<file path="config.mk">
export PLATFORM = sky130hd
export DESIGN_NAME = lzwd_code_fifo
export DESIGN_NICKNAME = d
export VERILOG_FILES = /design/src/hdl/lzwd_pkg.sv /design/src/hdl/lzwd_code_fifo.sv
export SDC_FILE = /design/constraint.sdc
export NUM_CORES = 1
export LEC_CHECK = 0
export BUFFER_PORTS_ARGS = -buffer_cell sky130_fd_sc_hd__buf_2
export CAP_MARGIN = 10
export CORE_MARGIN = 3
export CORE_UTILIZATION = 27
export CTS_CLUSTER_SIZE = 28
export DETAILED_ROUTE_END_ITERATION = 8
export PLACE_DENSITY = 0.55
export SETUP_SLACK_MARGIN = 0.02
export SYNTH_ARGS = -nofsm -noshare
export SYNTH_HDL_FRONTEND = slang
export SYNTH_SLANG_ARGS = --single-unit
</file>
<file path="constraint.sdc">
create_clock -name clock -period 1.97 [get_ports clock]
set_input_delay 0.2955 -clock clock [delete_from_list [all_inputs] [get_ports clock]]
set_output_delay 0.2955 -clock clock [all_outputs]
set_load 0.01 [all_outputs]
</file>
<file path="src/hdl/lzwd_pkg.sv">
// Shared constants and types of the LZW decoder.
// Used by every module of the block; depends on nothing.
package lzwd_pkg;

   localparam int CODE_W      = 12;
   localparam int DICT_DEPTH  = 4096;
   localparam int LIT_COUNT   = 256;
   localparam int END_CODE    = DICT_DEPTH - 2;
   localparam int MAX_STRING  = 256;
   localparam int LEN_W       = 8;
   localparam int STORE_W     = 20;
   localparam int HELD_W      = 5;
   localparam int WIDTH_W     = 4;
   localparam int NEXT_W      = 13;
   localparam int MIN_WIDTH   = 9;
   localparam int MAX_WIDTH   = 12;
   localparam int QUEUE_DEPTH = 2;

   localparam logic [1:0] STATUS_DATA = 2'd0;
   localparam logic [1:0] STATUS_END  = 2'd1;
   localparam logic [1:0] STATUS_BAD  = 2'd2;

   typedef logic [CODE_W-1:0] code_type;

   typedef enum logic [2:0] {
      KIND_FIRST,
      KIND_BAD,
      KIND_END,
      KIND_KNOWN,
      KIND_KWKWK
   } kind_type;

   // One classified code handed from the front end to the expander.
   typedef struct packed {
      code_type code;
      kind_type kind;
      logic     add;
      code_type new_code;
   } cmd_type;

   typedef struct packed {
      code_type         prefix;
      logic [7:0]       last_byte;
      logic [7:0]       first_byte;
      logic [LEN_W-1:0] length;
   } entry_type;

endpackage

</file>
<file path="src/hdl/lzwd_code_fifo.sv">
// Two-entry queue of classified codes between front end and expander.
// Depends on lzwd_pkg.
module lzwd_code_fifo (
   input  logic              clock,
   input  logic              reset,
   input  logic              push_valid,
   input  lzwd_pkg::cmd_type push_data,
   output logic              push_ready,
   output logic              pop_valid,
   output lzwd_pkg::cmd_type pop_data,
   input  logic              pop_ready
);

   lzwd_pkg::cmd_type slots [lzwd_pkg::QUEUE_DEPTH];
   logic       wr_ptr_ff, wr_ptr_in;
   logic       rd_ptr_ff, rd_ptr_in;
   logic [1:0] count_ff, count_in;
   logic       do_push, do_pop;

   assign push_ready = count_ff != 2'(lzwd_pkg::QUEUE_DEPTH);
   assign pop_valid  = count_ff != 2'd0;
   assign pop_data   = slots[rd_ptr_ff];
   assign do_push    = push_valid && push_ready;
   assign do_pop     = pop_valid && pop_ready;

   always_comb begin
      wr_ptr_in = do_push ? ~wr_ptr_ff : wr_ptr_ff;
      rd_ptr_in = do_pop ? ~rd_ptr_ff : rd_ptr_ff;
      count_in  = count_ff + 2'(do_push) - 2'(do_pop);
   end

   always_ff @(posedge clock) begin
      if (do_push) begin
         slots[wr_ptr_ff] <= push_data;
      end
      if (reset) begin
         wr_ptr_ff <= 1'b0;
         rd_ptr_ff <= 1'b0;
         count_ff  <= 2'd0;
      end else begin
         wr_ptr_ff <= wr_ptr_in;
         rd_ptr_ff <= rd_ptr_in;
         count_ff  <= count_in;
      end
   end

endmodule

</file>
## After elaboration in Yosys (flattened, before gate mapping)

Memories as Yosys holds them, arrays and structs flattened. A register that Yosys moved wholly into a read port is not among the register bits.
Index checks and enable logic that the tools add are counted.

| storage, ports and cells | value |
|---|---|
| bits in registers | 4 |
| bits in writable memories | 56 |
| output and inout port bits | 30 |
| memories kept | 1 |

| operators by class | value |
|---|---|
| add/subtract/negate cells | 2 |
| equal/unequal tests | 1 |
| muxes and demuxes | 4 |
| bitwise logic cells | 2 |
| reduce and logical (&&, ||, !) cells | 3 |

Memory list:

| memory | depth | bits a word | read ports | clocked after memory_dff | write ports | RTL line | text |
|---|---|---|---|---|---|---|---|
| slots | 2 | 28 | 1 | 1 | 1 | lzwd_code_fifo.sv:14 | `lzwd_pkg::cmd_type slots [lzwd_pkg::QUEUE_DEPTH];` |

Operators by type and width:

| kind | count |
|---|---|
| $mux W1 | 4 |
| $add A2 B1 Y2 | 1 |
| $logic_and A1 B1 Y1 | 2 |
| $ne A2 B2 Y1 const B | 1 |
| $not A1 Y1 | 2 |
| $reduce_bool A2 Y1 | 1 |
| $sub A2 B1 Y2 | 1 |

## Longest topological paths before layout

Gate-level depths: netlist (run 1).

| logic depth | value |
|---|---|
| depth after elaboration | 4 |
| depth in mapped cells | 8 |
| depth with buffers taken out | 8 |

## Least setup slack after synthesis (run 1)

Ideal clock, no wire load.

| timing | value |
|---|---|
| path kind | reg2reg |
| start point | reg count_ff[0] |
| end point | mem slots[0][0] (netlist bit) (enable) |
| data arrival time | 1,782 ps |
| data required time | 1,557 ps |
| setup slack | -225 ps |
| stages on the path, launching flop included | 4 |
| path buffers | 0 |
| period minus slack after synthesis | 2,195 ps |
| cell sequence | dfxtp_1 > nand2b_2 > nand2_2 > nor2_1 |

| on the way | value |
|---|---|
| word-level cells in the longest chain between the ends | 4 |

RTL lines:

| what | RTL line | text |
|---|---|---|
| start: declaration | lzwd_code_fifo.sv:17 | `logic [1:0] count_ff, count_in;` |
| start signal: assignment | lzwd_code_fifo.sv:43 | `count_ff <= count_in;` |
| $ne A2 B2 Y1 | lzwd_code_fifo.sv:20 | `assign push_ready = count_ff != 2'(lzwd_pkg::QUEUE_DEPTH);` |
| via push_ready | lzwd_code_fifo.sv:8 | `output logic push_ready,` |
| $logic_and A1 B1 Y1 | lzwd_code_fifo.sv:23 | `assign do_push = push_valid && push_ready;` |
| $mux W1 | lzwd_code_fifo.sv:33 | `if (do_push) begin` |
| $mux W1 (not written as such) | lzwd_code_fifo.sv:34 | `slots[wr_ptr_ff] <= push_data;` |
| end: declaration | lzwd_code_fifo.sv:14 |  |

The timed path passes the listed nets, and every way through them passes these cells.

==> run_results.csv, run 1 <==
group,metric,value,unit
run_status,status,"complete, no violations",
floorplan,ioPinCount,62,
grt,grt_pass1_vias,1215,
finish,mostFrequentLayoutCells,"buf_2 (61), edfxtp_1 (56), mux2_4 (21)",
timing,setup_violations,0,
logic_synthesis,syn_avg_cell_area,21.3,um^2
setup_path,cp.required,1670,ps
timing,rsz0062_at_grt,"false",
cts,clk_latency,330,ps
logic_synthesis,synthSimpleGateAreaFrac,2.49,%
worst_hold_path,hold_depth,1,
placed_design,gp_congestion,0.669,
detailed_routing,viasPerCell,3.98,
cts,cts_buffer_depth,2,
finish,final_nets,220,
detailed_routing,avgRoutedWirePerCell,13.2,um
pwr,p_per_area,1280,nW/um^2
grt,track_usage,8.51,%
pwr,p_leak,1.19,nW
finish,multi_input_area,532,um^2
logic_synthesis,synthesis.nets,145,
grt,antenna_found_initial,0,
finish,final-seq-area,1780,um^2
timing,fmaxAchievable,571,MHz
timing,hold-worst-slack,150,ps
logic_synthesis,yosysWarnings,0,
setup_path,timing_worst_setup_path_type,"flop to primary output",
detailed_routing,drc,0,
pwr,ir_drop,416,uV
logic_synthesis,synth_cell_type_count,17,
finish,design_area,3010,um^2
finish,num-fill-cells,798,
detailed_routing,drt-total-wl,3920,um
timing,finalCritPeriodShare,88.9,%
detailed_routing,vias,1177,
timing,tightest_slew,326,ps
floorplan,rows,33,
logic_synthesis,synth-xor-area-share,1.11,%
logic_synthesis,synthCells,111,
setup_path,critPathTopFamily,"buffers and inverters",
grt,grtUsageMet3,3.86,%
setup_path,slowest_stage,"mux2_4",
detailed_routing,ant_nets,0,
timing,skew,7.40,ps
setup_path,worst-path-max-fanout,17,
setup_path,rr_worst_depth,8,
placed_design,portBuffers,61,
detailed_routing,drt-pass1-iter-count,4,
finish,final_common_cell,"buf_2",
cts,cts_tree,"done",
finish,syn2layout_area_growth,27.7,%
pwr,seq_power_share,43.7,%
grt,grt_pass1_wl,6100,um
floorplan,die_area,9900,um^2
finish,final_layout_size_suffix_gt1_share,61.3,%
logic_synthesis,synthMuxAreaShare,17.2,%
placed_design,dpl.hpwl,2640,um
pwr,power_frac_comb,25.8,%
pwr,clkPwrFrac,30.4,%
cts,post_cts_resized,0,
finish,diodes,0,
grt,grt-busiest-layer,"met2",
timing,max_slew_margin,78.2,%
floorplan,core,8340,um^2
logic_synthesis,synthAdderAreaFrac,1.06,%
setup_path,crit_buf_inv,2,
setup_path,startpoint_type,"flop",
finish,utilization,36.1,%
grt,gr-total-overflow,0,
grt,grt_use_met2,13.9,%
cts,cts.sinks,61,
cts,cts_setup_buffers,0,
cts,clk_pin_slew_worst_paths,70,ps
floorplan,dieWidth,99.5,um
worst_hold_path,hp-class,"primary input to flop",
logic_synthesis,ys_seq_elements,61,
finish,finalNonFillerCells,296,
setup_path,r2r_start,"count_ff[0]",
placed_design,place_area,2800,um^2
setup_path,crit_arrival,1460,ps
timing,finalHoldViolCount,0,
setup_path,crit_chain,"buf_4 > mux2_4 > buf_2",
timing,fin_crit,1750,ps
cts,clockRootBuffer,"clkbuf_8",
cts,numCtsBuffers,9,
timing,finalSetupTns,0,ps
timing,slew_violations,0,
floorplan,initial_core_util,28.3,%
logic_synthesis,synth_compound_area_share,0.371,%
pwr,p_int,2.86,mW
detailed_routing,drtIter0Drc,18,
floorplan,die_h,99.5,um
grt,grt_max_degree,21,
pwr,p_switching,1.00,mW
setup_path,reg2reg_slack,400,ps
logic_synthesis,synth_top_family_by_area,"multiplexers",
logic_synthesis,netlist_area,2360,um^2
cts,cts_hold_buf,0,
setup_path,critical_path.endpoint_type,"primary output",
worst_hold_path,hold_start,"push_data[20]",
placed_design,dp_cells,280,
setup_path,max_stage_delay,340,ps
pwr,switching_share,26.0,%
logic_synthesis,ys_seq_area_share,75.5,%
setup_path,cp_num_cells,3,
grt,met1_usage,9.16,%
run,cap_violations,0,
cts,h-tree-depth,3,
-- synth_stat cells (all sizes together) --
master / count / area share (%)
edfxtp: 56 / 71
mux2: 29 / 17
dfxtp: 5 / 4.2
nor2: 5 / 0.79
buf: 3 / 2.2
ha: 2 / 1.1
nor2b: 2 / 0.53
xnor2: 2 / 0.74
and3: 1 / 0.27
inv: 1 / 0.16
nand2: 1 / 0.27
nand2b: 1 / 0.37
o21a: 1 / 0.37
or2: 1 / 0.27
xor2: 1 / 0.37
-- cell families after synthesis --
logic type / after synthesis
AO/OA/AOI/OAI: 1
XOR/XNOR: 3
adder cells (fa/ha/maj): 2
buffers and inverters: 4
flip-flops: 61
multiplexers: 29
AND/OR/NAND/NOR: 11
-- path summary, 6_finish.rpt --
kind | to
worst max-delay path | pop_data[19]
worst min-delay path | slots[0][20]
worst max register to register | count_ff[1]
worst min register to register | rd_ptr_ff
-- area by class of cell --
class	instances	share of cell area (%)
Multi-Input combinational cell	46	17.6
Clock inverter	7	2.99
Clock buffer	9	4.11
Inverter	1	0.125
Tap cell	105	4.36
Sequential cell	61	59.2
Timing Repair Buffer	67	11.6
-- registers in the layout, summed over array words and instances (netlist names), named ones only --
| name | cells |
|---|---|
| count_ff | 2 |
| rd_ptr_ff | 1 |
| slots | 56 |
| wr_ptr_ff | 1 |
-- per-layer routing --
| metal | vias to the layer above | routed length (um) |
|---|---|---|
| met5 | - | 0 |
| met4 | 0 | 78 |
| met3 | 8 | 265 |
| met2 | 43 | 1960 |
| met1 | 554 | 1620 |
| li1 | 572 | - |
-- power groups by stage --
stage                     Combinational [mW]  Sequential [mW]  Clock [mW]
after floorplan                        0.738             1.71           0
after global placement                  1.03             1.71           0
after detailed placement                1.03             1.72           0
after CTS                               1.03             1.69        1.22
after global routing                    1.09             1.71        1.29
final                                  0.998             1.69        1.17
-- metrics by stage --
step / power [mW] / setup slack (ps)
4_1_cts: 3.95 / 174
3_5_place_dp: 2.75 / 406
2_1_floorplan: 2.44 / 238
3_3_place_gp: 2.74 / 454
5_1_grt: 4.08 / 138
6_report: 3.86 / 218
Power figures use the tool's default switching activity.
==> run 2: changes to the inputs <==
ABC_AREA = 1   (was unset)
==> run_results.csv, run 2 <==
group,metric,value,unit
detailed_routing,wl_met2,1880,um
logic_synthesis,yosys-top-cells-count,"edfxtp_1 (56), mux2_4 (20), nor2_1 (9)",
setup_path,timing_worst_setup_path_type,"flop to primary output",
grt,antenna_found_initial,0,
cts,cts.sinks,61,
cts,cts_buffer_depth,2,
setup_path,worst-path-max-fanout,25,
detailed_routing,drt-total-wl,4020,um
floorplan,initial_core_util,28.2,%
placed_design,portBuffers,61,
logic_synthesis,synth_edf_count,56,
finish,final_common_cell,"buf_2",
grt,track_usage,8.80,%
floorplan,rows,33,
timing,skew,4.87,ps
timing,max_slew_margin,83.7,%
setup_path,cp_num_cells,3,
pwr,power,3.73,mW
grt,grt_pass1_vias,1346,
setup_path,rr_worst_depth,10,
cts,cts_tree,"done",
setup_path,r2r_end,"count_ff[1]",
logic_synthesis,netlist_area,2370,um^2
logic_synthesis,ys_seq_elements,61,
logic_synthesis,yosysTopAreaCellShare,71.0,%
floorplan,ioPinCount,62,
logic_synthesis,syn_avg_cell_area,19.1,um^2
timing,slew_violations,0,
setup_path,critical_path.endpoint_type,"primary output",
detailed_routing,avgRoutedWirePerCell,13.0,um
finish,mostFrequentLayoutCells,"buf_2 (61), edfxtp_1 (56), mux2_4 (20)",
setup_path,crit_buf_inv,2,
logic_synthesis,synth_most_common_cell,"edfxtp_1",
logic_synthesis,synth_cell_type_count,12,
placed_design,gp_congestion,0.795,
logic_synthesis,ys_seq_area_share,75.3,%
timing,tightest_slew,245,ps
finish,diodes,0,
detailed_routing,route.met3.wl,312,um
finish,largest-register,"slots",
pwr,switching_share,27.3,%
pwr,seq_power_share,46.0,%
run,cap_violations,0,
setup_path,r2r_start,"count_ff[0]",
finish,largest_registers,"slots (56), count_ff (2)",
cts,numCtsBuffers,9,
detailed_routing,top_layer_used,"met4",
timing,finalCritPeriodShare,91.0,%
logic_synthesis,synth.area.top_cells,"edfxtp_1 (71%), mux2_4 (13%), dfxtp_1 (4.2%), mux2_2 (3.8%), buf_12 (1.7%)",
timing,fin_crit,1790,ps
pwr,p_int,2.71,mW
setup_path,startpoint_type,"flop",
detailed_routing,vias,1250,
setup_path,crit_arrival,1500,ps
cts,cts_setup_buffers,0,
detailed_routing,viasPerCell,4.06,
logic_synthesis,synthCells,124,
finish,largest_register_ffs,56,
timing,fmaxAchievable,558,MHz
detailed_routing,ant_nets,0,
pwr,power_frac_comb,26.3,%
pwr,ir_drop,455,uV
placed_design,dpl.hpwl,2780,um
worst_hold_path,hp-class,"primary input to flop",
cts,clk_latency,320,ps
setup_path,reg2reg_slack,440,ps
logic_synthesis,synthesis.nets,158,
detailed_routing,wirelength_met1,1740,um
cts,clockRootBuffer,"clkbuf_8",
timing,finalSetupTns,0,ps
finish,final_layout_size_suffix_gt1_share,53.7,%
floorplan,core,8380,um^2
cts,h-tree-depth,3,
pwr,clkPwrFrac,27.7,%
grt,grt_pass1_wl,6450,um
setup_path,critPathTopFamily,"flip-flops",
floorplan,dieWidth,99.6,um
pwr,p_leak,1.20,nW
logic_synthesis,synth_top_area_cell,"edfxtp_1",
logic_synthesis,synthArstFlopShare,0,%
run_status,status,"complete, no violations",
floorplan,die_area,9930,um^2
detailed_routing,drt-pass1-iter-count,4,
timing,setup_violations,0,
logic_synthesis,ys.flop_type,"edfxtp_1",
finish,final_nets,232,
finish,utilization,35.7,%
timing,finalHoldViolCount,0,
grt,grt_max_degree,26,
cts,clk_pin_slew_worst_paths,70,ps
setup_path,slowest_stage,"dfxtp_2",
timing,rsz0062_at_grt,"false",
setup_path,max_stage_delay,420,ps
floorplan,die_h,99.6,um
cts,post_cts_resized,0,
detailed_routing,drc,0,
pwr,p_switching,1.02,mW
logic_synthesis,yosysWarnings,0,
setup_path,crit_chain,"buf_12 > mux2_2 > buf_2",
setup_path,cp.required,1670,ps
finish,syn2layout_area_growth,26.3,%
cts,cts_hold_buf,0,
pwr,p_per_area,1250,nW/um^2
setup_path,crit_path_end,"pop_data[5]",
grt,gr-total-overflow,0,
detailed_routing,drtIter0Drc,40,
[run 2: changes by cell type after synthesis, moves of 2 or more]
cell | previous run | this run
xnor2_1 | 2 | 0
nor2_1 | 5 | 9
a21oi_1 | 0 | 2
nand3_1 | 0 | 3
nand2_1 | 0 | 8
inv_1 | 1 | 8
nor2b_1 | 2 | 0
[run 2: layer usage]
metal,vias up,global-route usage (%)
li1,606,-
met5,-,0
met1,584,9.94
met3,9,3.58
met2,51,13.9
met4,0,5.36
[run 2: metrics by stage]
| step | setup WS [ps] | instance area, um^2 | instances | hold slack [ps] |
|---|---|---|---|---|
| after global routing | 109 | 2990 | 308 | 126 |
| final | 178 | 2990 | 308 | 132 |
| after CTS | 138 | 2990 | 308 | 107 |
| after detailed placement | 453 | 2810 | 292 | 475 |
| after global placement | 512 | 2810 | 292 | 470 |
| after floorplan | 197 | 2370 | 124 | 367 |
[run 2: power by group through the flow]
stage | Combinational (mW) | Sequential [mW] | Clock (mW)
2_1_floorplan | 0.716 | 1.72 | 0
3_3_place_gp | 1.01 | 1.73 | 0
3_5_place_dp | 1.01 | 1.74 | 0
4_1_cts | 1.01 | 1.72 | 1.08
5_1_grt | 1.09 | 1.73 | 1.13
6_report | 0.981 | 1.71 | 1.03
[run 2: final cells by class]
type / instances / area (um^2)
Inverter: 8 / 30.0
Multi-Input combinational cell: 52 / 507
Fill cell: 821 / 5390
Tap cell: 105 / 131
Timing Repair Buffer: 66 / 355
Sequential cell: 61 / 1780
Clock inverter: 5 / 51.3
Clock buffer: 11 / 131
[run 2: worst min-delay path by stage]
stage	start	endpoint	slack, ps	cells after the start
6_report	reset	count_ff[0]	130	2
5_1_grt	reset	count_ff[0]	130	2
3_3_place_gp	reset	count_ff[0]	470	2
2_1_floorplan	reset	count_ff[0]	370	1
3_5_place_dp	reset	count_ff[0]	470	2
4_1_cts	reset	count_ff[0]	110	2
[run 2: cells by family after synthesis]
kind of cell,after synthesis,share of synthesized area [%]
AO/OA/AOI/OAI,2,0.423
AND/OR/NAND/NOR,20,3.33
adder cells (fa/ha/maj),2,1.06
flip-flops,61,75.3
multiplexers,28,16.5
buffers and inverters,11,3.44
