$ cat config.mk
export PLATFORM = sky130hd
export DESIGN_NAME = lzwd_front_flat
export DESIGN_NICKNAME = d
export VERILOG_FILES = /design/src/hdl/lzwd_pkg.sv /design/src/hdl/lzwd_channels.sv /design/src/hdl/lzwd_front.sv /design/src/flat_wrapper.sv
export SDC_FILE = /design/constraint.sdc
export NUM_CORES = 1
export LEC_CHECK = 0
export ABC_AREA = 1
export BUFFER_PORTS_ARGS = -buffer_cell sky130_fd_sc_hd__buf_2
export CAP_MARGIN = 20
export CORE_ASPECT_RATIO = 1.2
export CORE_MARGIN = 1.5
export CORE_UTILIZATION = 40
export DETAILED_ROUTE_END_ITERATION = 8
export GPL_ROUTABILITY_DRIVEN = 0
export PLACE_DENSITY = 0.67
export SYNTH_ARGS = -nofsm -noshare
export SYNTH_HDL_FRONTEND = slang
export SYNTH_SLANG_ARGS = --single-unit
$ cat constraint.sdc
create_clock -name clock -period 6.6 [get_ports clock]
set_input_delay 0 -clock clock [delete_from_list [all_inputs] [get_ports clock]]
set_output_delay 0 -clock clock [all_outputs]
set_load 0.03 [all_outputs]
$ cat src/hdl/lzwd_pkg.sv
// Shared constants and types of the LZW decoder.
// Used by every module of the block; depends on nothing.
package lzwd_pkg;

   localparam int CODE_W      = 12;
   localparam int DICT_DEPTH  = 4096;
   localparam int LIT_COUNT   = 256;
   localparam int END_CODE    = DICT_DEPTH - 2;
   localparam int MAX_STRING  = 256;
   localparam int LEN_W       = 8;
   localparam int STORE_W     = 20;
   localparam int HELD_W      = 5;
   localparam int WIDTH_W     = 4;
   localparam int NEXT_W      = 13;
   localparam int MIN_WIDTH   = 9;
   localparam int MAX_WIDTH   = 12;
   localparam int QUEUE_DEPTH = 2;

   localparam logic [1:0] STATUS_DATA = 2'd0;
   localparam logic [1:0] STATUS_END  = 2'd1;
   localparam logic [1:0] STATUS_BAD  = 2'd2;

   typedef logic [CODE_W-1:0] code_type;

   typedef enum logic [2:0] {
      KIND_FIRST,
      KIND_BAD,
      KIND_END,
      KIND_KNOWN,
      KIND_KWKWK
   } kind_type;

   // One classified code handed from the front end to the expander.
   typedef struct packed {
      code_type code;
      kind_type kind;
      logic     add;
      code_type new_code;
   } cmd_type;

   typedef struct packed {
      code_type         prefix;
      logic [7:0]       last_byte;
      logic [7:0]       first_byte;
      logic [LEN_W-1:0] length;
   } entry_type;

endpackage

$ cat src/hdl/lzwd_channels.sv
// Valid/ready channel interfaces of the LZW decoder.
// Depends on nothing.
interface lzwd_req_if;
   logic       valid;
   logic       ready;
   logic [7:0] in_byte;
   logic       stream_end;
   modport source (output valid, in_byte, stream_end, input ready);
   modport sink   (input valid, in_byte, stream_end, output ready);
endinterface


$ cat src/hdl/lzwd_front.sv
// Front end: unpacks compressed bytes into codes and classifies them.
// Depends on lzwd_pkg and lzwd_channels.
module lzwd_front (
   input  logic              clock,
   input  logic              reset,
   lzwd_req_if.sink          req_if,
   output logic              cmd_valid,
   output lzwd_pkg::cmd_type cmd_data,
   input  logic              cmd_ready
);

   typedef enum logic [1:0] {PH_FIRST, PH_DECODE, PH_STOPPED} phase_type;

   phase_type                         phase_ff, phase_in;
   logic [lzwd_pkg::STORE_W-1:0]      bit_store_ff, bit_store_in;
   logic [lzwd_pkg::HELD_W-1:0]       bits_held_ff, bits_held_in;
   logic [lzwd_pkg::WIDTH_W-1:0]      code_width_ff, code_width_in;
   logic [lzwd_pkg::NEXT_W-1:0]       next_free_ff, next_free_in;

   logic                              accept;
   logic                              have_code;
   logic [lzwd_pkg::STORE_W-1:0]      store_cat, shifted, rest_mask;
   logic [lzwd_pkg::HELD_W-1:0]       held_sum, shift_amt;
   logic [lzwd_pkg::NEXT_W-1:0]       code_mask, nf_plus;
   lzwd_pkg::code_type                code_val;

   assign req_if.ready = cmd_ready;
   assign accept       = req_if.valid && cmd_ready;

   always_comb begin
      store_cat = {bit_store_ff[lzwd_pkg::STORE_W-9:0], req_if.in_byte};
      held_sum  = bits_held_ff + lzwd_pkg::HELD_W'(8);
      have_code = (phase_ff != PH_STOPPED) &&
                  (held_sum >= lzwd_pkg::HELD_W'(code_width_ff));
      shift_amt = held_sum - lzwd_pkg::HELD_W'(code_width_ff);
      shifted   = store_cat >> shift_amt;
      code_mask = (lzwd_pkg::NEXT_W'(1) << code_width_ff) - lzwd_pkg::NEXT_W'(1);
      code_val  = shifted[lzwd_pkg::CODE_W-1:0] & code_mask[lzwd_pkg::CODE_W-1:0];
      rest_mask = (lzwd_pkg::STORE_W'(1) << shift_amt) - lzwd_pkg::STORE_W'(1);
      nf_plus   = next_free_ff + lzwd_pkg::NEXT_W'(1);

      phase_in      = phase_ff;
      bit_store_in  = bit_store_ff;
      bits_held_in  = bits_held_ff;
      code_width_in = code_width_ff;
      next_free_in  = next_free_ff;

      cmd_valid         = 1'b0;
      cmd_data.code     = code_val;
      cmd_data.kind     = lzwd_pkg::KIND_KNOWN;
      cmd_data.add      = next_free_ff < lzwd_pkg::NEXT_W'(lzwd_pkg::DICT_DEPTH);
      cmd_data.new_code = next_free_ff[lzwd_pkg::CODE_W-1:0];

      if (accept) begin
         if (phase_ff != PH_STOPPED) begin
            bit_store_in = have_code ? (store_cat & rest_mask) : store_cat;
            bits_held_in = have_code ? shift_amt : held_sum;
         end
         if (have_code) begin
            cmd_valid = 1'b1;
            case (phase_ff)
               PH_FIRST: begin
                  if (code_val >= lzwd_pkg::CODE_W'(lzwd_pkg::LIT_COUNT)) begin
                     cmd_data.kind = lzwd_pkg::KIND_BAD;
                     phase_in      = PH_STOPPED;
                  end else begin
                     cmd_data.kind = lzwd_pkg::KIND_FIRST;
                     phase_in      = PH_DECODE;
                  end
               end
               default: begin
                  if (code_val == lzwd_pkg::CODE_W'(lzwd_pkg::END_CODE)) begin
                     cmd_data.kind = lzwd_pkg::KIND_END;
                     phase_in      = PH_STOPPED;
                  end else begin
                     if (lzwd_pkg::NEXT_W'(code_val) < next_free_ff) begin
                        cmd_data.kind = lzwd_pkg::KIND_KNOWN;
                     end else begin
                        cmd_data.kind = lzwd_pkg::KIND_KWKWK;
                     end
                     // grow the code width as the dictionary fills
                     if (cmd_data.add) begin
                        next_free_in = nf_plus;
                        if ((nf_plus >= (lzwd_pkg::NEXT_W'(1) << code_width_ff)) &&
                            (code_width_ff < lzwd_pkg::WIDTH_W'(lzwd_pkg::MAX_WIDTH))) begin
                           code_width_in = code_width_ff + lzwd_pkg::WIDTH_W'(1);
                        end
                     end
                  end
               end
            endcase
         end
         if (req_if.stream_end) begin
            phase_in      = PH_FIRST;
            bit_store_in  = '0;
            bits_held_in  = '0;
            code_width_in = lzwd_pkg::WIDTH_W'(lzwd_pkg::MIN_WIDTH);
            next_free_in  = lzwd_pkg::NEXT_W'(lzwd_pkg::LIT_COUNT);
         end
      end
   end

   always_ff @(posedge clock) begin
      if (reset) begin
         phase_ff      <= PH_FIRST;
         bit_store_ff  <= '0;
         bits_held_ff  <= '0;
         code_width_ff <= lzwd_pkg::WIDTH_W'(lzwd_pkg::MIN_WIDTH);
         next_free_ff  <= lzwd_pkg::NEXT_W'(lzwd_pkg::LIT_COUNT);
      end else begin
         phase_ff      <= phase_in;
         bit_store_ff  <= bit_store_in;
         bits_held_ff  <= bits_held_in;
         code_width_ff <= code_width_in;
         next_free_ff  <= next_free_in;
      end
   end

endmodule

$ cat src/flat_wrapper.sv
// flat-port wrapper written by rule: the top's interface ports become plain ports
module lzwd_front_flat 
  (clock, reset, cmd_valid, cmd_data, cmd_ready, req_if_valid, req_if_in_byte, req_if_stream_end, req_if_ready);
  lzwd_req_if req_if_i ();
  input  logic clock;
  input  logic reset;
  output logic cmd_valid;
  output lzwd_pkg::cmd_type cmd_data;
  input  logic cmd_ready;
  input wire logic [$bits(req_if_i.valid)-1:0] req_if_valid;
  input wire logic [$bits(req_if_i.in_byte)-1:0] req_if_in_byte;
  input wire logic [$bits(req_if_i.stream_end)-1:0] req_if_stream_end;
  output wire logic [$bits(req_if_i.ready)-1:0] req_if_ready;
  assign req_if_i.valid = req_if_valid;
  assign req_if_i.in_byte = req_if_in_byte;
  assign req_if_i.stream_end = req_if_stream_end;
  assign req_if_ready = req_if_i.ready;
  lzwd_front u_core (.clock(clock), .reset(reset), .req_if(req_if_i), .cmd_valid(cmd_valid), .cmd_data(cmd_data), .cmd_ready(cmd_ready));
endmodule
Word level (Yosys, flattened, before mapping)
Cells that the tools add are included.
- reduce and logical (&&, ||, !) cells: 13
- mux-type cells: 30
- equal/unequal tests: 4
- order comparisons: 6
- add/sub/neg operators: 6
- shifts and indexed selects: 3
- bitwise gates (word level): 2
- operators by type and width (kind ; count):
    13-bit 2-to-1 mux ; 5
    12-bit 2-to-1 mux ; 3
    12-bit bitwise AND ; 2
    4-bit 2-to-1 mux ; 6
    12-bit by 2-bit subtractor with 12-bit output (second input constant) ; 2
    20-bit by 5-bit >> shifter with 12-bit output ; 1
    3-bit 2-to-1 mux ; 5
    5-bit 2-to-1 mux ; 3
    13-bit by 1-bit adder with 13-bit output (second input constant) ; 1
    13-bit >= comparator ; 1
    12-bit by 13-bit less-than comparator with 1-bit output ; 1
    13-bit less-than comparator (second input constant) ; 1
    1-bit by 4-bit << shifter with 13-bit output (first input constant) ; 1
    12-bit equality test (second input constant) ; 1
    12-bit by 9-bit >= comparator with 1-bit output (second input constant) ; 1
    1-bit by 5-bit << shifter with 12-bit output (first input constant) ; 1
    2-bit 2-to-1 mux ; 5
    2-bit nonzero test ; 4
    2-bit != test (second input constant) ; 3
    6-bit AND reduction ; 1
    5-bit by 4-bit adder with 5-bit output (second input constant) ; 1
    5-bit by 4-bit >= comparator with 1-bit output ; 1
    5-bit AND reduction ; 1
    5-bit by 4-bit subtractor with 5-bit output ; 1
    8 further kinds ; 12
- output and inout port bits: 30
- register bits after elaboration: 36
- input port bits: 13

Depth between registers and ports, before layout
Gate-level depths: netlist of run 1.
- depth after elaboration: 10
- mapped depth: 25
- gate-level depth less buffers: 23

Least setup slack after synthesis of run 1
OpenSTA, ideal clock, no wires.
- path kind: reg2out
- start point: reg u_core.code_width_ff[0] (netlist bit)
- end point: out cmd_data[15] (netlist bit)
- stages on the path, launching flop included: 17
- arrival: 3.712 ns
- buffers on the path: 1
- path slack: 2.888 ns
- required time: 6.600 ns
- path through: dfxtp_1 -> ha_1 -> inv_1 -> fa_1 -> xnor2_4 -> buf_2 -> nand3_1 -> nand3_1 -> nand3_1 -> nor2_1 -> ha_1 -> nand2_1 -> o21a_1 -> o221ai_1 -> a21o_1 -> nand2_1 -> nor3_1
- RTL lines (item ; RTL line ; source):
    start: declaration ; lzwd_front.sv:17 ; logic [lzwd_pkg::WIDTH_W-1:0] code_width_ff, code_width_in;
    start signal: assignment ; lzwd_front.sv:108 ; code_width_ff <= lzwd_pkg::WIDTH_W'(lzwd_pkg::MIN_WIDTH);
    start signal: assignment ; lzwd_front.sv:114 ; code_width_ff <= code_width_in;
    end: declaration ; flat_wrapper.sv:8 ; output lzwd_pkg::cmd_type cmd_data;

==> results of run 1 <==
-- Yosys cell counts --
cell                         n
sky130_fd_sc_hd__clkbuf_1    9
sky130_fd_sc_hd__buf_6       3
sky130_fd_sc_hd__o21ai_0    22
sky130_fd_sc_hd__a21o_1      1
sky130_fd_sc_hd__buf_2      10
sky130_fd_sc_hd__xor2_1      9
sky130_fd_sc_hd__nor3_4      1
sky130_fd_sc_hd__clkinv_1    1
sky130_fd_sc_hd__or2_2       2
sky130_fd_sc_hd__nor3_1      6
sky130_fd_sc_hd__nand3_2     2
sky130_fd_sc_hd__nand4_1    22
sky130_fd_sc_hd__nand2_2     3
sky130_fd_sc_hd__inv_1      74
sky130_fd_sc_hd__a21oi_2     1
sky130_fd_sc_hd__o221ai_1    1
sky130_fd_sc_hd__xor2_2      1
sky130_fd_sc_hd__fa_1        1
sky130_fd_sc_hd__xnor2_4     1
sky130_fd_sc_hd__buf_1       2
sky130_fd_sc_hd__o211ai_1    7
sky130_fd_sc_hd__a21oi_1    51
sky130_fd_sc_hd__nand3_1   131
sky130_fd_sc_hd__nor2_1     62
sky130_fd_sc_hd__buf_4      18
sky130_fd_sc_hd__ha_1       34
sky130_fd_sc_hd__nand2_1   196
sky130_fd_sc_hd__dfxtp_1    36
sky130_fd_sc_hd__a31oi_1     1
sky130_fd_sc_hd__o21ai_1     3
sky130_fd_sc_hd__o21a_1      1
sky130_fd_sc_hd__a311oi_1    1
sky130_fd_sc_hd__a211oi_1    2
sky130_fd_sc_hd__inv_2       3
sky130_fd_sc_hd__nor2_2      5
-- cell families (layout without fill, tap and decap cells) --
logic type               count (synthesis)  in the layout  synth area share
XOR/XNOR                                11             11            0.0290
AO/OA/AOI/OAI                           91             91             0.117
flip-flops                              36             36             0.170
buffers and inverters                  120            129             0.131
AND/OR/NAND/NOR                        430            430             0.447
adder cells (fa/ha/maj)                 35             35             0.105
-- flip-flops by register name, indices dropped and copies added (netlist names) --
register,count
u_core.code_width_ff,4
u_core.phase_ff,2
u_core.bits_held_ff,5
u_core.bit_store_ff,12
u_core.next_free_ff,13
-- critical path: cells and delay by family, from the launching register on --
family | cells | cell delay (ns)
flops | 1 | 0.46
buf+inv | 4 | 0.85
fa+ha+maj | 3 | 1.52
compound gates | 4 | 0.61
simple gates | 12 | 1.20
-- power by group --
group          switching [mW]  internal, mW
Combinational           0.322         0.130
Sequential            0.00745         0.223
Clock                  0.0972         0.151
Total                   0.426         0.504
-- final cells by class --
type	count	area [um^2]	share of cell area
multi-input cells	567	2950	0.657
flip-flops and latches	36	721	0.160
inverters	78	293	0.0652
repair buffers	43	218	0.0485
well taps	126	158	0.0351
clock buffers	7	143	0.0317
clock inverters	1	7.51	0.00167
-- through the flow --
step | power [mW] | utilization | std cells | worst slack [ns]
3_3_place_gp | 0.675 | 0.427 | 850 | 2.19
6_report | 0.931 | 0.442 | 858 | 1.66
2_1_floorplan | 0.584 | - | 723 | 2.89
5_1_grt | 0.997 | 0.442 | 858 | 1.12
4_1_cts | 0.928 | 0.442 | 858 | 1.73
3_5_place_dp | 0.680 | 0.427 | 850 | 2.05
-- layer usage --
layer / vias to the layer above / routed length (um) / share of wire
met5: - / 0 / 0
met4: 0 / 511 / 0.040
met3: 37 / 683 / 0.054
met2: 169 / 6080 / 0.48
met1: 2179 / 5440 / 0.43
li1: 2404 / - / -
-- worst max path at each step --
stage	depth (start not counted)	slack, ns	start	to
detailed placement	23	2.05	u_core.code_width_ff[0]	cmd_data[14]
finish	23	1.66	u_core.code_width_ff[0]	cmd_data[14]
floorplan	16	2.89	u_core.code_width_ff[0]	cmd_data[15]
CTS	23	1.73	u_core.code_width_ff[0]	cmd_data[14]
global route	21	1.12	u_core.code_width_ff[0]	cmd_data[14]
global placement	23	2.19	u_core.code_width_ff[0]	cmd_data[14]
==> load_flow_metrics.sql, run 1 <==
INSERT INTO impl_metrics (metric_group, metric, value, unit) VALUES
('final_layout', 'antennaDiodeCount', '0', ''),
('setup_path', 'worstRegToRegCells', '16', ''),
('timing', 'timing.slew.headroom', '0.346', ''),
('final_layout', 'fill_cells', '1131', ''),
('final_layout', 'mostFrequentLayoutCells', 'sky130_fd_sc_hd__nand2_1, sky130_fd_sc_hd__nand3_1, sky130_fd_sc_hd__inv_1', ''),
('setup_path', 'timing.critical_path.to_type', 'output pin', ''),
('final_layout', 'fin_nets', '779', ''),
('setup_path', 'crit_path_frequent_cell', 'sky130_fd_sc_hd__nand2_1', ''),
('setup_path', 'crit_path_max_fanout', '26', ''),
('setup_path', 'critical_path.max_stage_delay', '1.10', 'ns'),
('floorplan', 'io_pins', '43', ''),
('yosys', 'ys_seq_elements', '36', ''),
('worst_hold_path', 'min-delay-path-class', 'in2reg', ''),
('drt', 'routed_wirelength', '12700', 'um'),
('global_route', 'global_route.usage.total', '0.227', ''),
('timing', 'report.final.slew_viol_count', '0', ''),
('yosys', 'synth.top_cells.by_area', 'sky130_fd_sc_hd__nand2_1, sky130_fd_sc_hd__dfxtp_1, sky130_fd_sc_hd__nand3_1, sky130_fd_sc_hd__ha_1, sky130_fd_sc_hd__inv_1', ''),
('setup_path', 'regToRegStartpoint', 'u_core.code_width_ff[0]', ''),
('global_route', 'grt_remaining_overflow', '0', ''),
('floorplan', 'die-width', '96.9', 'um'),
('clock_network', 'clock_tree.htree_level_count', '2', ''),
('clock_network', 'cts_made_buffers', '5', ''),
('global_route', 'gr-usage-met1', '0.282', ''),
('global_route', 'groute.layer.met2.usage', '0.398', ''),
('global_route', 'grt_pass1_vias', '4365', ''),
('floorplan', 'initial_util', '0.416', ''),
('setup_path', 'destination_of_the_worst_register_to_register_timing_path', 'u_core.code_width_ff[1]', ''),
('yosys', 'yosys_warnings', '0', ''),
('run_status', 'status', 'finished clean', ''),
('worst_hold_path', 'worstHoldPathCells', '3', ''),
('clock_network', 'cts_repair_resize_count', '0', ''),
('worst_hold_path', 'launch_point_of_the_worst_hold_path', 'req_if_in_byte[6]', ''),
('clock_network', 'ctsRootBufferMaster', 'sky130_fd_sc_hd__clkbuf_16', ''),
('timing', 'hold_slack', '0.0203', 'ns'),
('power', 'power.density_cell_area', '207', 'nW/um^2'),
('clock_network', 'cts_setup_buffers', '0', ''),
('yosys', 'synth-seq-area-share', '0.170', ''),
('power', 'ir_drop', '0.0000996', 'V'),
('drt', 'drt_first_pass_iters', '5', ''),
('timing', 'fmaxAchievable', '0.203', 'GHz'),
('timing', 'setup_tns', '0', 'ns'),
('final_layout', 'area_delta_synth_final', '6.27', '%'),
('global_route', 'grt_pass1_wl', '20900', 'um'),
('yosys', 'synth_area_leader_cell', 'sky130_fd_sc_hd__nand2_1', ''),
('place', 'detailedPlacementHpwl', '10000', 'um'),
('setup_path', 'critPathArrivalTime', '4.94', 'ns'),
('global_route', 'globalRoute.busiestLayer', 'met2', ''),
('clock_network', 'postCtsHoldBufs', '0', ''),
('yosys', 'synthDominantCellAreaShare', '0.174', ''),
('final_layout', 'layout-drive-gt1-share', '0.0943', ''),
('setup_path', 'crit_type', 'reg2out', ''),
('clock_network', 'clk_transition_reported_paths', '0.06', 'ns'),
('clock_network', 'clk-insertion-delay-late', '0.29', 'ns'),
('timing', 'timing.final.crit_period', '4.94', 'ns'),
('setup_path', 'reg2reg_slack', '2.01', 'ns'),
('yosys', 'avgSynthCellArea', '5.85', 'um^2'),
('clock_network', 'tritoncts_num_sinks', '36', ''),
('clock_network', 'ctsLongestPathBuffers', '2', ''),
('yosys', 'syn_inst_count', '723', ''),
('timing', 'transition_at_the_pin_with_the_smallest_max_transition_slack', '0.980', 'ns'),
('timing', 'clock_skew', '0.00616', 'ns'),
('setup_path', 'critical_path.startpoint_type', 'register', ''),
('clock_network', 'cts_tree', 'done', ''),
('floorplan', 'die_height', '116', 'um'),
('global_route', 'antenna_found_initial', '0', ''),
('place', 'dpl_cell_area', '4340', 'um^2'),
('worst_hold_path', 'whs_endpoint', 'u_core.bit_store_ff[6]', ''),
('drt', 'drt_first_iter_violations', '371', ''),
('final_layout', 'layout_commonest_cell', 'sky130_fd_sc_hd__nand2_1', ''),
('power', 'static-leakage-power', '2.19', 'nW'),
('floorplan', 'core.rowCount', '40', '');
No activity file was read; power rests on OpenSTA's default activity.
==> run 2, diff against run 1 <==
==> constraint.sdc (replaced) <==
create_clock -name clock -period 4.68 [get_ports clock]
set_input_delay 0 -clock clock [delete_from_list [all_inputs] [get_ports clock]]
set_output_delay 0 -clock clock [all_outputs]
set_load 0.03 [all_outputs]
==> run 2 against run 1 <==
  * Register-to-register slack got worse by 1.4 ns
  * Routed wire length decreased by 2.0%
  * Final cell count increased by 0.23%
  * Worst hold slack got worse by 0.0070 ns
==> load_flow_metrics.sql, run 2 (synthesis results as in run 1) <==
INSERT INTO impl_metrics (metric_group, metric, value, unit) VALUES
('final_layout', 'final_design_area_no_fill', '4500', 'um^2'),
('clock_network', 'cts_made_buffers', '5', ''),
('timing', 'setup_tns', '0', 'ns'),
('power', 'static-leakage-power', '2.20', 'nW'),
('final_layout', 'largest_registers', 'u_core.next_free_ff: 13 flops, u_core.bit_store_ff: 12 flops, u_core.bits_held_ff: 5 flops', ''),
('final_layout', 'layout-drive-gt1-share', '0.0967', ''),
('global_route', 'grt_remaining_overflow', '0', ''),
('clock_network', 'postCtsHoldBufs', '0', ''),
('drt', 'drt_first_iter_violations', '409', ''),
('setup_path', 'reg2reg_slack', '0.65', 'ns'),
('final_layout', 'fin_nets', '782', ''),
('clock_network', 'cts_setup_buffers', '0', ''),
('final_layout', 'final_cell_count_no_fill', '860', ''),
('floorplan', 'io_pins', '43', ''),
('place', 'place_worst_setup_slack', '0.730', 'ns'),
('drt', 'route.detailed.vias_per_inst', '5.53', ''),
('clock_network', 'ctsLongestPathBuffers', '2', ''),
('timing', 'timing.final.crit_period', '4.32', 'ns'),
('clock_network', 'clk-insertion-delay-late', '0.29', 'ns'),
('run_status', 'status', 'finished clean', ''),
('power', 'power.density_cell_area', '286', 'nW/um^2'),
('timing', 'timing.slew.headroom', '0.480', ''),
('power', 'ir_drop', '0.000190', 'V'),
('power', 'seq_pwr_share', '0.253', ''),
('place', 'detailedPlacementHpwl', '9880', 'um'),
('power', 'internal_power', '0.696', 'mW'),
('clock_network', 'clk_transition_reported_paths', '0.05', 'ns'),
('worst_hold_path', 'whs_endpoint', 'u_core.bit_store_ff[1]', ''),
('drt', 'drt_first_pass_iters', '5', ''),
('clock_network', 'cts_tree', 'done', ''),
('drt', 'drt_drc_violations_left', '0', ''),
('final_layout', 'area_delta_synth_final', '6.42', '%'),
('timing', 'report.final.slew_viol_count', '0', ''),
('floorplan', 'floorplan.die_area', '11200', 'um^2'),
('drt', 'routed_wirelength', '12500', 'um'),
('final_layout', 'mostFrequentLayoutCells', 'sky130_fd_sc_hd__nand2_1, sky130_fd_sc_hd__nand3_1, sky130_fd_sc_hd__inv_1', ''),
('global_route', 'global_route.usage.total', '0.226', ''),
('drt', 'route.antenna.remaining_nets', '0', ''),
('setup_path', 'timing.critical_path.to_type', 'output pin', ''),
('final_layout', 'antennaDiodeCount', '0', ''),
('clock_network', 'clock_tree.htree_level_count', '2', ''),
('final_layout', 'largest-register', 'u_core.next_free_ff', ''),
('clock_network', 'tritoncts_num_sinks', '36', ''),
('floorplan', 'core.rowCount', '40', ''),
('power', 'power.switching', '0.589', 'mW'),
('place', 'buffer_ports.inserted', '42', ''),
('floorplan', 'core_region_area', '10200', 'um^2'),
('final_layout', 'layout_commonest_cell', 'sky130_fd_sc_hd__nand2_1', ''),
('final_layout', 'postLayoutCoreUtil', '0.443', ''),
('worst_hold_path', 'launch_point_of_the_worst_hold_path', 'req_if_in_byte[1]', ''),
('timing', 'transition_at_the_pin_with_the_smallest_max_transition_slack', '0.780', 'ns'),
('place', 'dpl_cell_area', '4370', 'um^2'),
('setup_path', 'crit_path_max_fanout', '23', ''),
('setup_path', 'critical_path_required', '4.68', 'ns'),
('power', 'comb_power_share', '0.496', ''),
('global_route', 'grt_pass1_wl', '20800', 'um'),
('setup_path', 'regToRegStartpoint', 'u_core.code_width_ff[0]', ''),
('floorplan', 'initial_util', '0.416', ''),
('timing', 'fmaxAchievable', '0.231', 'GHz'),
('global_route', 'antenna_found_initial', '0', ''),
('job', 'drv_cap', '0', ''),
('setup_path', 'crit_type', 'reg2out', ''),
('global_route', 'grt_start_max_net_pins', '32', ''),
('timing', 'finalSetupViolCount', '0', ''),
('timing', 'hold_slack', '0.0133', 'ns'),
('floorplan', 'die-width', '96.9', 'um'),
('setup_path', 'critical_path.startpoint_type', 'register', ''),
('power', 'power', '1.29', 'mW'),
('timing', 'postLayoutSetupSlackWorst', '0.357', 'ns'),
('place', 'number_of_placed_cells_counting_well_taps', '853', ''),
('clock_network', 'ctsRootBufferMaster', 'sky130_fd_sc_hd__clkbuf_16', ''),
('clock_network', 'cts_repair_resize_count', '0', ''),
('timing', 'clock_skew', '0.00289', 'ns'),
('setup_path', 'worstRegToRegCells', '15', ''),
('setup_path', 'destination_of_the_worst_register_to_register_timing_path', 'u_core.code_width_ff[1]', ''),
('drt', 'dr_total_vias', '4759', ''),
('drt', 'post_drt_wl_per_cell', '14.5', 'um'),
('setup_path', 'critPathArrivalTime', '4.32', 'ns'),
('timing', 'rsz_0062_raised_after_global_routing', 'false', ''),
('worst_hold_path', 'worstHoldPathCells', '3', ''),
('worst_hold_path', 'min-delay-path-class', 'in2reg', ''),
('power', 'portion_of_total_power_attributed_to_the_clock_network', '0.250', ''),
('power', 'sw_frac_of_total', '0.458', ''),
('final_layout', 'max_ffs_per_register', '13', ''),
('timing', 'hold_viol', '0', ''),
('timing', 'final.period_utilization', '0.924', ''),
('global_route', 'grt_pass1_vias', '4425', ''),
('floorplan', 'die_height', '116', 'um');
==> run 2: changes by cell type in the layout (fill, tap and decap cells not counted) <==
cell / change
sky130_fd_sc_hd__buf_4: +3
sky130_fd_sc_hd__clkinv_2: +1
sky130_fd_sc_hd__clkinvlp_4: -1
sky130_fd_sc_hd__clkbuf_8: -1
==> run 2: area by class of cell <==
class	count	area, um^2
repair buffers	46	240
flip-flops and latches	36	721
multi-input cells	567	2950
fillers	1093	5660
clock inverters	1	5.00
clock buffers	6	129
well taps	126	158
inverters	78	293
==> run 2: worst max-delay path: stages (launching register included) <==
cell and delay (ns):
sky130_fd_sc_hd__dfxtp_1 0.43, sky130_fd_sc_hd__inv_2 0.11, sky130_fd_sc_hd__ha_1 0.54, sky130_fd_sc_hd__nand3_1 0.19, sky130_fd_sc_hd__nand2_1 0.13, sky130_fd_sc_hd__nand2_1 0.08
sky130_fd_sc_hd__nand2_1 0.55, sky130_fd_sc_hd__nand3_1 0.22, sky130_fd_sc_hd__nand3_1 0.14, sky130_fd_sc_hd__o21ai_1 0.08, sky130_fd_sc_hd__nand2_1 0.10, sky130_fd_sc_hd__inv_1 0.07
sky130_fd_sc_hd__ha_1 0.26, sky130_fd_sc_hd__nand2_1 0.09, sky130_fd_sc_hd__nor2_1 0.06, sky130_fd_sc_hd__a211oi_1 0.18, sky130_fd_sc_hd__nand2_1 0.16, sky130_fd_sc_hd__a21o_1 0.18
sky130_fd_sc_hd__nand2_1 0.10, sky130_fd_sc_hd__nand2_1 0.09, sky130_fd_sc_hd__nand2_1 0.06, sky130_fd_sc_hd__buf_2 0.19
==> run 2: power groups by stage <==
stage	clock, mW	sequential (mW)	combinational (mW)
global route	0.340	0.327	0.713
finish	0.322	0.326	0.638
detailed placement	0	0.332	0.629
CTS	0.328	0.325	0.631
floorplan	0	0.328	0.496
global placement	0	0.332	0.621
==> run 2: per-layer routing <==
layer / vias up / track usage / share of wire
li1: 2407 / - / -
met1: 2146 / 0.281 / 0.44
met2: 169 / 0.386 / 0.47
met3: 37 / 0.0308 / 0.055
met4: 0 / 0.112 / 0.035
met5: - / 0 / 0
==> run 2: worst max path at each step <==
| stage | start | endpoint | depth (start not counted) |
|---|---|---|---|
| CTS | u_core.code_width_ff[2] | cmd_data[14] | 21 |
| global placement | u_core.code_width_ff[0] | u_core.code_width_ff[2] | 15 |
| detailed placement | u_core.code_width_ff[0] | u_core.code_width_ff[1] | 15 |
| finish | u_core.code_width_ff[2] | cmd_data[14] | 21 |
| floorplan | u_core.code_width_ff[0] | cmd_data[15] | 16 |
| global route | u_core.code_width_ff[2] | cmd_data[14] | 21 |
